--- src/design/intc4t_pkg.sv ---
// package for the four-timer interrupt controller
// register indexes, input kinds, result struct, timer channel map, prescale table and winner search
package intc4t_pkg;

  typedef enum logic [2:0] {
    KIND_READ  = 3'd0,
    KIND_WRITE = 3'd1,
    KIND_TICK  = 3'd2,
    KIND_PIN_A = 3'd3,
    KIND_PIN_B = 3'd4,
    KIND_ACK   = 3'd5
  } kind_t;

  localparam logic [4:0] REG_GPIP  = 5'd0;
  localparam logic [4:0] REG_AER   = 5'd1;
  localparam logic [4:0] REG_DDR   = 5'd2;
  localparam logic [4:0] REG_IERA  = 5'd3;
  localparam logic [4:0] REG_IERB  = 5'd4;
  localparam logic [4:0] REG_IPRA  = 5'd5;
  localparam logic [4:0] REG_IPRB  = 5'd6;
  localparam logic [4:0] REG_ISRA  = 5'd7;
  localparam logic [4:0] REG_ISRB  = 5'd8;
  localparam logic [4:0] REG_IMRA  = 5'd9;
  localparam logic [4:0] REG_IMRB  = 5'd10;
  localparam logic [4:0] REG_VR    = 5'd11;
  localparam logic [4:0] REG_TACR  = 5'd12;
  localparam logic [4:0] REG_TBCR  = 5'd13;
  localparam logic [4:0] REG_TCDCR = 5'd14;
  localparam logic [4:0] REG_TADR  = 5'd15;
  localparam logic [4:0] REG_TBDR  = 5'd16;
  localparam logic [4:0] REG_TCDR  = 5'd17;
  localparam logic [4:0] REG_TDDR  = 5'd18;

  localparam int NumTimers = 4;
  localparam logic [3:0] MODE_EVENT = 4'd8;

  typedef struct packed {
    logic [7:0] read_data;
    logic       irq_request;
    logic       vector_valid;
    logic [7:0] vector_number;
    logic [3:0] timer_outputs;
    logic [7:0] gpio_out;
  } result_t;

  function automatic logic [3:0] timer_channel(input logic [1:0] t);
    case (t)
      2'd0:    timer_channel = 4'd13;
      2'd1:    timer_channel = 4'd8;
      2'd2:    timer_channel = 4'd5;
      default: timer_channel = 4'd4;
    endcase
  endfunction

  function automatic logic [7:0] prescale_div(input logic [2:0] m);
    case (m)
      3'd1:    prescale_div = 8'd4;
      3'd2:    prescale_div = 8'd10;
      3'd3:    prescale_div = 8'd16;
      3'd4:    prescale_div = 8'd50;
      3'd5:    prescale_div = 8'd64;
      3'd6:    prescale_div = 8'd100;
      3'd7:    prescale_div = 8'd200;
      default: prescale_div = 8'd0;
    endcase
  endfunction

  // highest channel set in both pending and mask above highest in-service; returns 16 (bit 4 set) if none
  function automatic logic [4:0] find_winner(input logic [15:0] pend, input logic [15:0] msk,
                                             input logic [15:0] svc);
    logic [15:0] above;
    logic [15:0] cand;
    logic        hit;
    logic [4:0]  res;
    above = 16'hffff;
    hit   = 1'b0;
    for (int i = 15; i >= 0; i--) begin
      if (!hit && svc[i]) begin
        hit   = 1'b1;
        above = 16'hffff << (i + 1);
      end
    end
    cand = pend & msk & above;
    res  = 5'd16;
    for (int i = 15; i >= 0; i--) begin
      if (res[4] && cand[i]) res = 5'(i);
    end
    return res;
  endfunction

endpackage

--- src/design/intc4t_core.sv ---
// controller state and single-pass update for one transfer
// depends on intc4t_pkg
module intc4t_core (
  input  logic                clk,
  input  logic                rst,
  input  logic                go,
  input  logic [2:0]          kind,
  input  logic [4:0]          reg_index,
  input  logic [7:0]          write_data,
  input  logic                input_level,
  output intc4t_pkg::result_t res
);
  import intc4t_pkg::*;

  logic [7:0]  gpio_data, edge_select, direction, vector_base;
  logic [15:0] enable_bits, pending_bits, service_bits, mask_bits;
  logic [4:0]  timer_mode [NumTimers];
  logic [7:0]  timer_reload [NumTimers];
  logic [7:0]  timer_count [NumTimers];
  logic [7:0]  prescale_count [NumTimers];
  logic [3:0]  output_levels;
  logic [1:0]  last_inputs;

  logic [7:0]  gpio_data_next, edge_select_next, direction_next, vector_base_next;
  logic [15:0] enable_bits_next, pending_bits_next, service_bits_next, mask_bits_next;
  logic [4:0]  timer_mode_next [NumTimers];
  logic [7:0]  timer_reload_next [NumTimers];
  logic [7:0]  timer_count_next [NumTimers];
  logic [7:0]  prescale_count_next [NumTimers];
  logic [3:0]  output_levels_next;
  logic [1:0]  last_inputs_next;

  logic [3:0]  mode [NumTimers];
  logic [3:0]  delay;
  logic [3:0]  step;
  logic [7:0]  rd;
  logic [4:0]  win;
  logic [4:0]  win_after;
  logic [7:0]  pre_inc;
  logic        lvl_last;
  logic        rising;
  logic [1:0]  tsel;

  always_comb begin
    for (int t = 0; t < NumTimers; t++) begin
      mode[t]  = (t < 2) ? timer_mode[t][3:0] : {1'b0, timer_mode[t][2:0]};
      delay[t] = (mode[t] >= 4'd1) && (mode[t] <= 4'd7);
    end
  end

  always_comb begin
    case (reg_index)
      REG_GPIP:  rd = 8'h80 | (gpio_data & direction);
      REG_AER:   rd = edge_select;
      REG_DDR:   rd = direction;
      REG_IERA:  rd = enable_bits[15:8];
      REG_IERB:  rd = enable_bits[7:0];
      REG_IPRA:  rd = pending_bits[15:8];
      REG_IPRB:  rd = pending_bits[7:0];
      REG_ISRA:  rd = service_bits[15:8];
      REG_ISRB:  rd = service_bits[7:0];
      REG_IMRA:  rd = mask_bits[15:8];
      REG_IMRB:  rd = mask_bits[7:0];
      REG_VR:    rd = vector_base;
      REG_TACR:  rd = {3'd0, timer_mode[0]};
      REG_TBCR:  rd = {3'd0, timer_mode[1]};
      REG_TCDCR: rd = {1'b0, timer_mode[2][2:0], 1'b0, timer_mode[3][2:0]};
      REG_TADR:  rd = timer_count[0];
      REG_TBDR:  rd = timer_count[1];
      REG_TCDR:  rd = timer_count[2];
      REG_TDDR:  rd = timer_count[3];
      default:   rd = 8'd0;
    endcase
  end

  assign win = find_winner(pending_bits, mask_bits, service_bits);

  always_comb begin
    gpio_data_next     = gpio_data;
    edge_select_next   = edge_select;
    direction_next     = direction;
    vector_base_next   = vector_base;
    enable_bits_next   = enable_bits;
    pending_bits_next  = pending_bits;
    service_bits_next  = service_bits;
    mask_bits_next     = mask_bits;
    output_levels_next = output_levels;
    last_inputs_next   = last_inputs;
    timer_mode_next     = timer_mode;
    timer_reload_next   = timer_reload;
    timer_count_next    = timer_count;
    prescale_count_next = prescale_count;
    step     = 4'd0;
    pre_inc  = 8'd0;
    tsel     = (kind == KIND_PIN_B) ? 2'd1 : 2'd0;
    lvl_last = last_inputs[tsel[0]];
    rising   = (kind == KIND_PIN_B) ? edge_select[3] : edge_select[4];

    case (kind)
      KIND_WRITE: begin
        case (reg_index)
          REG_GPIP: gpio_data_next = write_data & direction;
          REG_AER:  edge_select_next = write_data;
          REG_DDR:  direction_next = write_data;
          REG_IERA: begin
            enable_bits_next  = {write_data, enable_bits[7:0]};
            pending_bits_next = pending_bits & {write_data, enable_bits[7:0]};
          end
          REG_IERB: begin
            enable_bits_next  = {enable_bits[15:8], write_data};
            pending_bits_next = pending_bits & {enable_bits[15:8], write_data};
          end
          REG_IPRA: pending_bits_next = pending_bits & {write_data, 8'hff};
          REG_IPRB: pending_bits_next = pending_bits & {8'hff, write_data};
          REG_ISRA: service_bits_next = {write_data, service_bits[7:0]};
          REG_ISRB: service_bits_next = {service_bits[15:8], write_data};
          REG_IMRA: mask_bits_next = {write_data, mask_bits[7:0]};
          REG_IMRB: mask_bits_next = {mask_bits[15:8], write_data};
          REG_VR: begin
            vector_base_next = write_data & 8'hf8;
            if (!write_data[3]) service_bits_next = 16'd0;
          end
          REG_TACR, REG_TBCR: begin
            tsel = (reg_index == REG_TBCR) ? 2'd1 : 2'd0;
            timer_mode_next[tsel]     = write_data[4:0];
            prescale_count_next[tsel] = 8'd0;
            if (write_data[4]) output_levels_next[tsel] = 1'b0;
          end
          REG_TCDCR: begin
            timer_mode_next[2]     = {2'd0, write_data[6:4]};
            timer_mode_next[3]     = {2'd0, write_data[2:0]};
            prescale_count_next[2] = 8'd0;
            prescale_count_next[3] = 8'd0;
          end
          REG_TADR, REG_TBDR, REG_TCDR, REG_TDDR: begin
            tsel = 2'(reg_index - REG_TADR);
            timer_reload_next[tsel] = write_data;
            if (!delay[tsel]) timer_count_next[tsel] = write_data;
          end
          default: ;
        endcase
      end
      KIND_TICK: begin
        for (int t = 0; t < NumTimers; t++) begin
          if (delay[t]) begin
            pre_inc = prescale_count[t] + 8'd1;
            if (pre_inc >= prescale_div(mode[t][2:0])) begin
              prescale_count_next[t] = 8'd0;
              step[t] = 1'b1;
            end else begin
              prescale_count_next[t] = pre_inc;
            end
          end
        end
      end
      KIND_PIN_A, KIND_PIN_B: begin
        if (mode[tsel] == MODE_EVENT) begin
          if (rising ? (!lvl_last && input_level) : (lvl_last && !input_level))
            step[tsel] = 1'b1;
          last_inputs_next[tsel[0]] = input_level;
        end
      end
      KIND_ACK: begin
        if (!win[4]) begin
          pending_bits_next[win[3:0]] = 1'b0;
          if (vector_base[3]) service_bits_next[win[3:0]] = 1'b1;
        end
      end
      default: ;
    endcase

    for (int t = 0; t < NumTimers; t++) begin
      if (step[t]) begin
        if (timer_count[t] == 8'd1) begin
          if (enable_bits[timer_channel(2'(t))])
            pending_bits_next[timer_channel(2'(t))] = 1'b1;
          output_levels_next[t] = ~output_levels[t];
          timer_count_next[t]   = timer_reload[t];
        end else begin
          timer_count_next[t] = timer_count[t] - 8'd1;
        end
      end
    end
  end

  assign win_after = find_winner(pending_bits_next, mask_bits_next, service_bits_next);

  always_ff @(posedge clk) begin
    if (rst) begin
      gpio_data <= '0; edge_select <= '0; direction <= '0; vector_base <= '0;
      enable_bits <= '0; pending_bits <= '0; service_bits <= '0; mask_bits <= '0;
      output_levels <= '0; last_inputs <= '0;
      for (int t = 0; t < NumTimers; t++) begin
        timer_mode[t] <= '0; timer_reload[t] <= '0;
        timer_count[t] <= '0; prescale_count[t] <= '0;
      end
    end else if (go) begin
      gpio_data <= gpio_data_next; edge_select <= edge_select_next;
      direction <= direction_next; vector_base <= vector_base_next;
      enable_bits <= enable_bits_next; pending_bits <= pending_bits_next;
      service_bits <= service_bits_next; mask_bits <= mask_bits_next;
      output_levels <= output_levels_next; last_inputs <= last_inputs_next;
      timer_mode <= timer_mode_next; timer_reload <= timer_reload_next;
      timer_count <= timer_count_next; prescale_count <= prescale_count_next;
    end
  end

  always_comb begin
    res.read_data     = (kind == KIND_READ) ? rd : 8'd0;
    res.irq_request   = !win_after[4];
    res.vector_valid  = (kind == KIND_ACK) && !win[4];
    res.vector_number = res.vector_valid ? {vector_base[7:4], win[3:0]} : 8'd0;
    res.timer_outputs = output_levels_next;
    res.gpio_out      = gpio_data_next & direction_next;
  end

endmodule

--- src/design/interrupt_controller_with_four_timers.sv ---
// top level of the four-timer interrupt controller
// input register, core update and result register; depends on intc4t_pkg, intc4t_core
// One transfer per clock while the result side does not stall: a transfer waits in the
// input register, the core updates state and forms the result as the transfer leaves it,
// and the result register holds that result until taken. The input register and the
// result register lie between a transfer and its result. Core state and the valid flags
// reset to zero; the input and result data registers are not reset.
module interrupt_controller_with_four_timers (
  input  logic       clk,
  input  logic       rst,
  input  logic       in_valid,
  output logic       in_stall,
  input  logic [2:0] kind,
  input  logic [4:0] reg_index,
  input  logic [7:0] write_data,
  input  logic       input_level,
  output logic       out_valid,
  input  logic       out_stall,
  output logic [7:0] read_data,
  output logic       irq_request,
  output logic       vector_valid,
  output logic [7:0] vector_number,
  output logic [3:0] timer_outputs,
  output logic [7:0] gpio_out
);
  import intc4t_pkg::*;

  logic       stage_valid;
  logic [2:0] stage_kind;
  logic [4:0] stage_reg_index;
  logic [7:0] stage_write_data;
  logic       stage_level;
  logic       go;
  result_t    res;
  result_t    out_reg;

  assign go       = stage_valid && (!out_valid || !out_stall);
  assign in_stall = stage_valid && !go;

  always_ff @(posedge clk) begin
    if (rst) begin
      stage_valid <= 1'b0;
    end else if (!in_stall) begin
      stage_valid <= in_valid;
    end
  end

  always_ff @(posedge clk) begin
    if (!in_stall && in_valid) begin
      stage_kind       <= kind;
      stage_reg_index  <= reg_index;
      stage_write_data <= write_data;
      stage_level      <= input_level;
    end
  end

  intc4t_core u_core (
    .clk        (clk),
    .rst        (rst),
    .go         (go),
    .kind       (stage_kind),
    .reg_index  (stage_reg_index),
    .write_data (stage_write_data),
    .input_level(stage_level),
    .res        (res)
  );

  always_ff @(posedge clk) begin
    if (rst) begin
      out_valid <= 1'b0;
    end else if (go) begin
      out_valid <= 1'b1;
    end else if (!out_stall) begin
      out_valid <= 1'b0;
    end
  end

  always_ff @(posedge clk) begin
    if (go) out_reg <= res;
  end

  assign read_data     = out_reg.read_data;
  assign irq_request   = out_reg.irq_request;
  assign vector_valid  = out_reg.vector_valid;
  assign vector_number = out_reg.vector_number;
  assign timer_outputs = out_reg.timer_outputs;
  assign gpio_out      = out_reg.gpio_out;

endmodule
--- config.mk ---
export PLATFORM = sky130hd
export DESIGN_NAME = interrupt_controller_with_four_timers
export DESIGN_NICKNAME = d
export VERILOG_FILES = /design/src/design/intc4t_pkg.sv /design/src/design/intc4t_core.sv /design/src/design/interrupt_controller_with_four_timers.sv
export SDC_FILE = /design/constraint.sdc
export NUM_CORES = 1
export LEC_CHECK = 0
export BUFFER_PORTS_ARGS = -buffer_cell sky130_fd_sc_hd__buf_2
export CAP_MARGIN = 20
export CORE_MARGIN = 2
export CORE_UTILIZATION = 30
export CTS_CLUSTER_DIAMETER = 50
export DETAILED_ROUTE_END_ITERATION = 10
export SYNTH_ARGS = -nofsm -noshare
export SYNTH_HDL_FRONTEND = slang
export SYNTH_SLANG_ARGS = --single-unit
--- constraint.sdc ---
create_clock -name clk -period 3.4 [get_ports clk]
set_input_delay 0.34 -clock clk [delete_from_list [all_inputs] [get_ports clk]]
set_output_delay 0.34 -clock clk [all_outputs]
set_load 0.01 [all_outputs]
======== Word level (Yosys, flattened, before mapping) ========
Cells that the tools add are included.
operators by class
  reduce and logical (&&, ||, !) cells .... 148
  divide/modulo/power cells ............... 0
  equal/unequal tests ..................... 67
  multiply operators ...................... 0
  bitwise gates (word level) .............. 31
  multiplexer cells ....................... 246
  magnitude comparators ................... 36
  shift-type cells ........................ 0
  add/subtract/negate cells ............... 9
operator list
  kind                 number
  $mux 16              50
  $mux 8               30
  $pmux 8 s7           4
  $mux 5               33
  $pmux 16 s2          5
  $pmux 8 s19          1
  $and 16x16->16       9
  $mux 4               27
  $mux 32              3
  $or 16x16->16        5
  $logic_and 1x1->1    78
  $mux 1               67
  $bwmux 32            2
  $pmux 16 s4          1
  $pmux 32 s2          1
  $eq 3x3->1 const B   18
  $pmux 16 s3          1
  $lt 4x5->1 const B   9
  $eq 5x4->1 const B   8
  $reduce_and 4->1     10
  $logic_not 1->1      38
  $add 8x1->8 const B  4
  $and 32x32->32       1
  $demux 8 s2          2
  49 further kinds     130
storage, ports and cells
  ROM bits ................................ 0
  output and inout port bits .............. 32
  flip-flop bits (word level) ............. 264
  input port bits ......................... 21
  bits in latches ......................... 0
  word-level logic and storage cells ...... 576
  memories kept ........................... 0
  memory bits (writable) .................. 0

======== Longest topological paths before layout ========
  depth in word-level cells ............... 165
  gate-level depth with buffers ........... 15
  mapped depth without buffers ............ 14

======== Modules after synthesis ========
A second synthesis with hierarchy kept.
unflattened totals
  cells, all modules ...................... 1913
  area, all modules ....................... 15212.1 um^2
modules (own cells, without submodules)
  module                                 times used  cells an instance  seq. area each (um^2)  area an instance (um^2)
  intc4t_core                            1           1856               4224.1                 13714.4
  interrupt_controller_with_four_timers  1           57                 1451.4                 1497.7

======== Least setup slack after synthesis ========
Ideal clock, no wire load.
  path type ............................... reg2reg
  from .................................... register u_core.prescale_count[16] in the netlist's numbering
  to ...................................... register out_reg (netlist bit irq_request) (data pin)
  stages on the path, launching flop included .. 16
  setup slack ............................. -87 ps
  arrival time ............................ 3215 ps
  data required time ...................... 3128 ps
  path through ............................ dfxtp_1 -> ha_1 -> and3_1 -> nand3_1 -> xnor2_1 -> ha_1 -> or4_1 -> o2bb2ai_1 -> a21o_1 -> o22a_1 -> clkbuf_1 -> o21ai_0 -> nor4_1 -> a31oi_1 -> a211oi_1 -> o221ai_2
RTL lines
  what                    RTL line                                     RTL
  from (decl)             intc4t_core.sv:20                            logic [7:0] prescale_count [NumTimers];
  from (signal assigned)  intc4t_core.sv:204                           timer_count <= timer_count_next; prescale_count <= prescale_count_next;
  to (signal assigned)    interrupt_controller_with_four_timers.sv:79  if (go) out_reg <= res;
  to (decl)               interrupt_controller_with_four_timers.sv:35  result_t out_reg;

==> impl_metrics.yaml <==
critical_path:
  path_max_fanout: 9
  cp_slowest_stage_delay_ns: 0.67
  critPathLaunch: "stage_kind[0]"
  reg2reg_depth: 9
  critPathSlowestCell: "or3b_2"
  r2r_slack_ns: -0.02
  worstPathRequired_ns: 3.68
  criticalPathCategory: "reg2reg"
  cp-end-kind: "register"
  rr_startpoint: "stage_kind[0]"
  worstPathArrival_ns: 3.70
  cp-start-kind: "register"
  r2r_end: "irq_request"
  crit_chain: "or3b_2, nor2_1, a32oi_1, o311ai_0, a21boi_0, and2_1, a311oi_1, a2111oi_4, o221ai_2"
placement:
  io_buffer_count: 52
  dp_cells: 2758
  gp_congestion: 1.039
  placed_area_mm2: 0.01772
  post-dp-hpwl_mm: 47.20
timing:
  min_period_ns: 3.421
  layout_setup_ws_ns: -0.02064
  final_hold_viol_count: 0
  finClkSkew_ns: 0.01892
  post-route-period-util_pct: 100.6
  tns_ns: -0.02064
  tightestPinTransition_ns: 0.8930
  setup_viol: 1
  rsz0062_at_grt: "true"
  final-max-slew-violation-count: 0
  relSlewSlack_pct: 40.20
  max_freq_ghz: 0.2923
clock_network:
  cts_buffers: 38
  cts_sinks: 260
  cts_setup_buffers: 0
  ctsRootBufferMaster: "clkbuf_16"
  cts_max_level: 2
  clk_pin_slew_ns: 0.06
  worst_skew_pair.late_latency_ns: 0.56
  clock_path_buffers: 3
  cts_tree: "yes"
finish:
  most-common-layout-cells: "nor2_1 (240), nand2_1 (227), dfxtp_1 (213), buf_4 (212), a21oi_1 (162)"
  area_delta_synth_final_pct: 24.53
  diodes: 0
  fin_util_pct: 37.63
  drive_above_1_share_pct: 17.26
  stdcell_area_mm2: 0.01927
  layout_commonest_cell: "nor2_1"
  fin_cells: 2847
  final_nets: 2203
route:
  drc_errors: 0
  detail_route.first_pass.iterations: 6
  wl_per_cell_um: 22.49
  vias_per_cell: 5.792
  wirelength_mm: 64.03
  ant_nets: 0
  drtIter0Drc: 2038
  vias: 16490
grt:
  grt_max_degree: 97
  grt_overflow: 0
  antenna_found_initial: 2
  grt_util_all_layers_pct: 23.60
  met1_usage_pct: 30.85
  met2_usage_pct: 37.22
  grt_pass1_vias: 15620
  grt_use_met3_pct: 4.884
  busiest_layer: "met2"
  grt_pass1_wl_mm: 96.85
min_path:
  whs_path_depth: 3
  worstHoldStart: "out_stall"
  hp-class: "in2reg"
  whs_endpoint: "out_valid"
logic_synthesis:
  async_reset_ff_share_pct: 0
  synthesis.nets: 2016
  synthTopCellsByArea: "dfxtp_1 (28%), edfxtp_1 (9.1%), nor2_1 (5.9%)"
  synthesis.area_mm2: 0.01547
  synthFlopType: "dfxtp_1"
  synth_seq_cells: 260
  synth.avg_cell_area_um2: 7.930
  ys_seq_area_share_pct: 36.68
  synth-edff-count: 47
  yosys_warnings: 0
  synth_top_area_cell: "dfxtp_1"
  yosysUniqueCellTypes: 86
  synth.top_cell.area_share_pct: 27.56
  synthCells: 1951
floorplan:
  die_area_mm2: 0.05340
  initial_core_util_pct: 30.22
  die_y_um: 231.1
  core_mm2: 0.05120
  chipWidth_um: 231.1
  io_pins: 53
  fp-row-count: 83
power:
  p_leak_nw: 7.041
  p_switching_w: 0.002010
  pwr_density_cell_mw_per_mm2: 415.3
  swShare_pct: 25.13
  cell_internal_pwr_w: 0.005991
  seq_power_share_pct: 40.4
  p_clk_share_pct: 52.0
  comb_power_share_pct: 7.6
  ir_worst_vdd_v: 0.0002750
outcome:
  status: "finished with violations"
  failed_checks: "setup timing"
flow_run:
  maxCapViolCount: 0
## cell usage after synthesis, types with 44 or more instances
cell / instances
nor2_1: 243
dfxtp_1: 213
edfxtp_1: 47
a22oi_1: 91
o21ai_0: 65
a211oi_1: 66
ha_1: 44
nand3_1: 116
nand2_1: 227
nor3_1: 53
clkbuf_1: 119
a21oi_1: 162
## power groups by stage
stage | Sequential, W | Clock (W) | Combinational [W]
after global placement | 0.00329 | 0 | 0.000575
after global routing | 0.00323 | 0.00436 | 0.000641
after detailed placement | 0.00329 | 0 | 0.000575
final | 0.00323 | 0.00416 | 0.000611
after CTS | 0.00323 | 0.00423 | 0.000593
after floorplan | 0.00328 | 0 | 0.000301
## how the worst max path moves through the flow
stage / slack, ns / cells past startpoint / endpoint
finish: -0.02 / 9 / irq_request
global route: -0.17 / 14 / irq_request
CTS: 0.01 / 14 / irq_request
detailed placement: -0.06 / 14 / irq_request
global placement: -0.006 / 14 / irq_request
floorplan: 0.04 / 15 / irq_request
## cell type report
cell class / count / area [µm²]
clock buffer: 46 / 1012
clock inverter: 23 / 299.0
fill: 5224 / 31930
inverter: 36 / 135.1
multi-input combinational: 1518 / 9215
sequential: 260 / 5675
tap: 680 / 850.8
timing repair buffer: 284 / 2078
## critical path: cells and delay by family (launching register included)
| kind | cells | cell delay (ns) |
|---|---|---|
| AND/OR/NAND/NOR | 3 | 1.26 |
| AO/OA/AOI/OAI | 6 | 1.33 |
| flip-flops | 1 | 0.56 |
## what timing repair did
item,in CTS,in global routing
hold buffers,18,0
endpoints found under the setup margin,1,13
hold endpoints to repair,18,0
resized for setup,2,8
pin swaps,2,1
## layer usage
metal	share of wire [%]	wire length (µm)	vias to the layer above
li1	-	-	7613
met1	42	26650	7925
met2	45	28800	771
met3	8.5	5431	179
met4	4.9	3132	2
met5	0.020	13	-
## cell families after synthesis
family          count (synthesis)  synth area share (%)
xor+xnor                       52                 2.944
flops                         260                 36.68
simple gates                  832                 26.11
fa+ha+maj                      44                 3.558
mux                            24                 1.569
buf+inv                       173                 4.270
compound gates                566                 24.87
## metrics by stage
step	hold WS, ns	power (W)	worst slack [ns]
finish	0.05708	0.008001	-0.02064
global route	0.08233	0.008231	-0.1698
CTS	0.03485	0.008055	0.01191
detailed placement	0.4496	0.003869	-0.06300
global placement	0.4416	0.003867	-0.006150
floorplan	0.4329	0.003576	0.03584
## flip-flops by register name (all words and copies together) (netlist names), 2 cells and up
register               cells
gpio_out                   8
read_data                  8
stage_kind                 3
stage_reg_index            5
stage_write_data           8
timer_outputs              4
u_core.direction           8
u_core.edge_select         8
u_core.enable_bits        16
u_core.gpio_data           8
u_core.last_inputs         2
u_core.mask_bits          16
u_core.mode               14
u_core.output_levels       4
u_core.pending_bits       16
u_core.prescale_count     32
u_core.service_bits       16
u_core.timer_count        32
u_core.timer_mode          2
u_core.timer_reload       32
u_core.vector_base         5
vector_number              8
(Power assumes the default switching activity.)
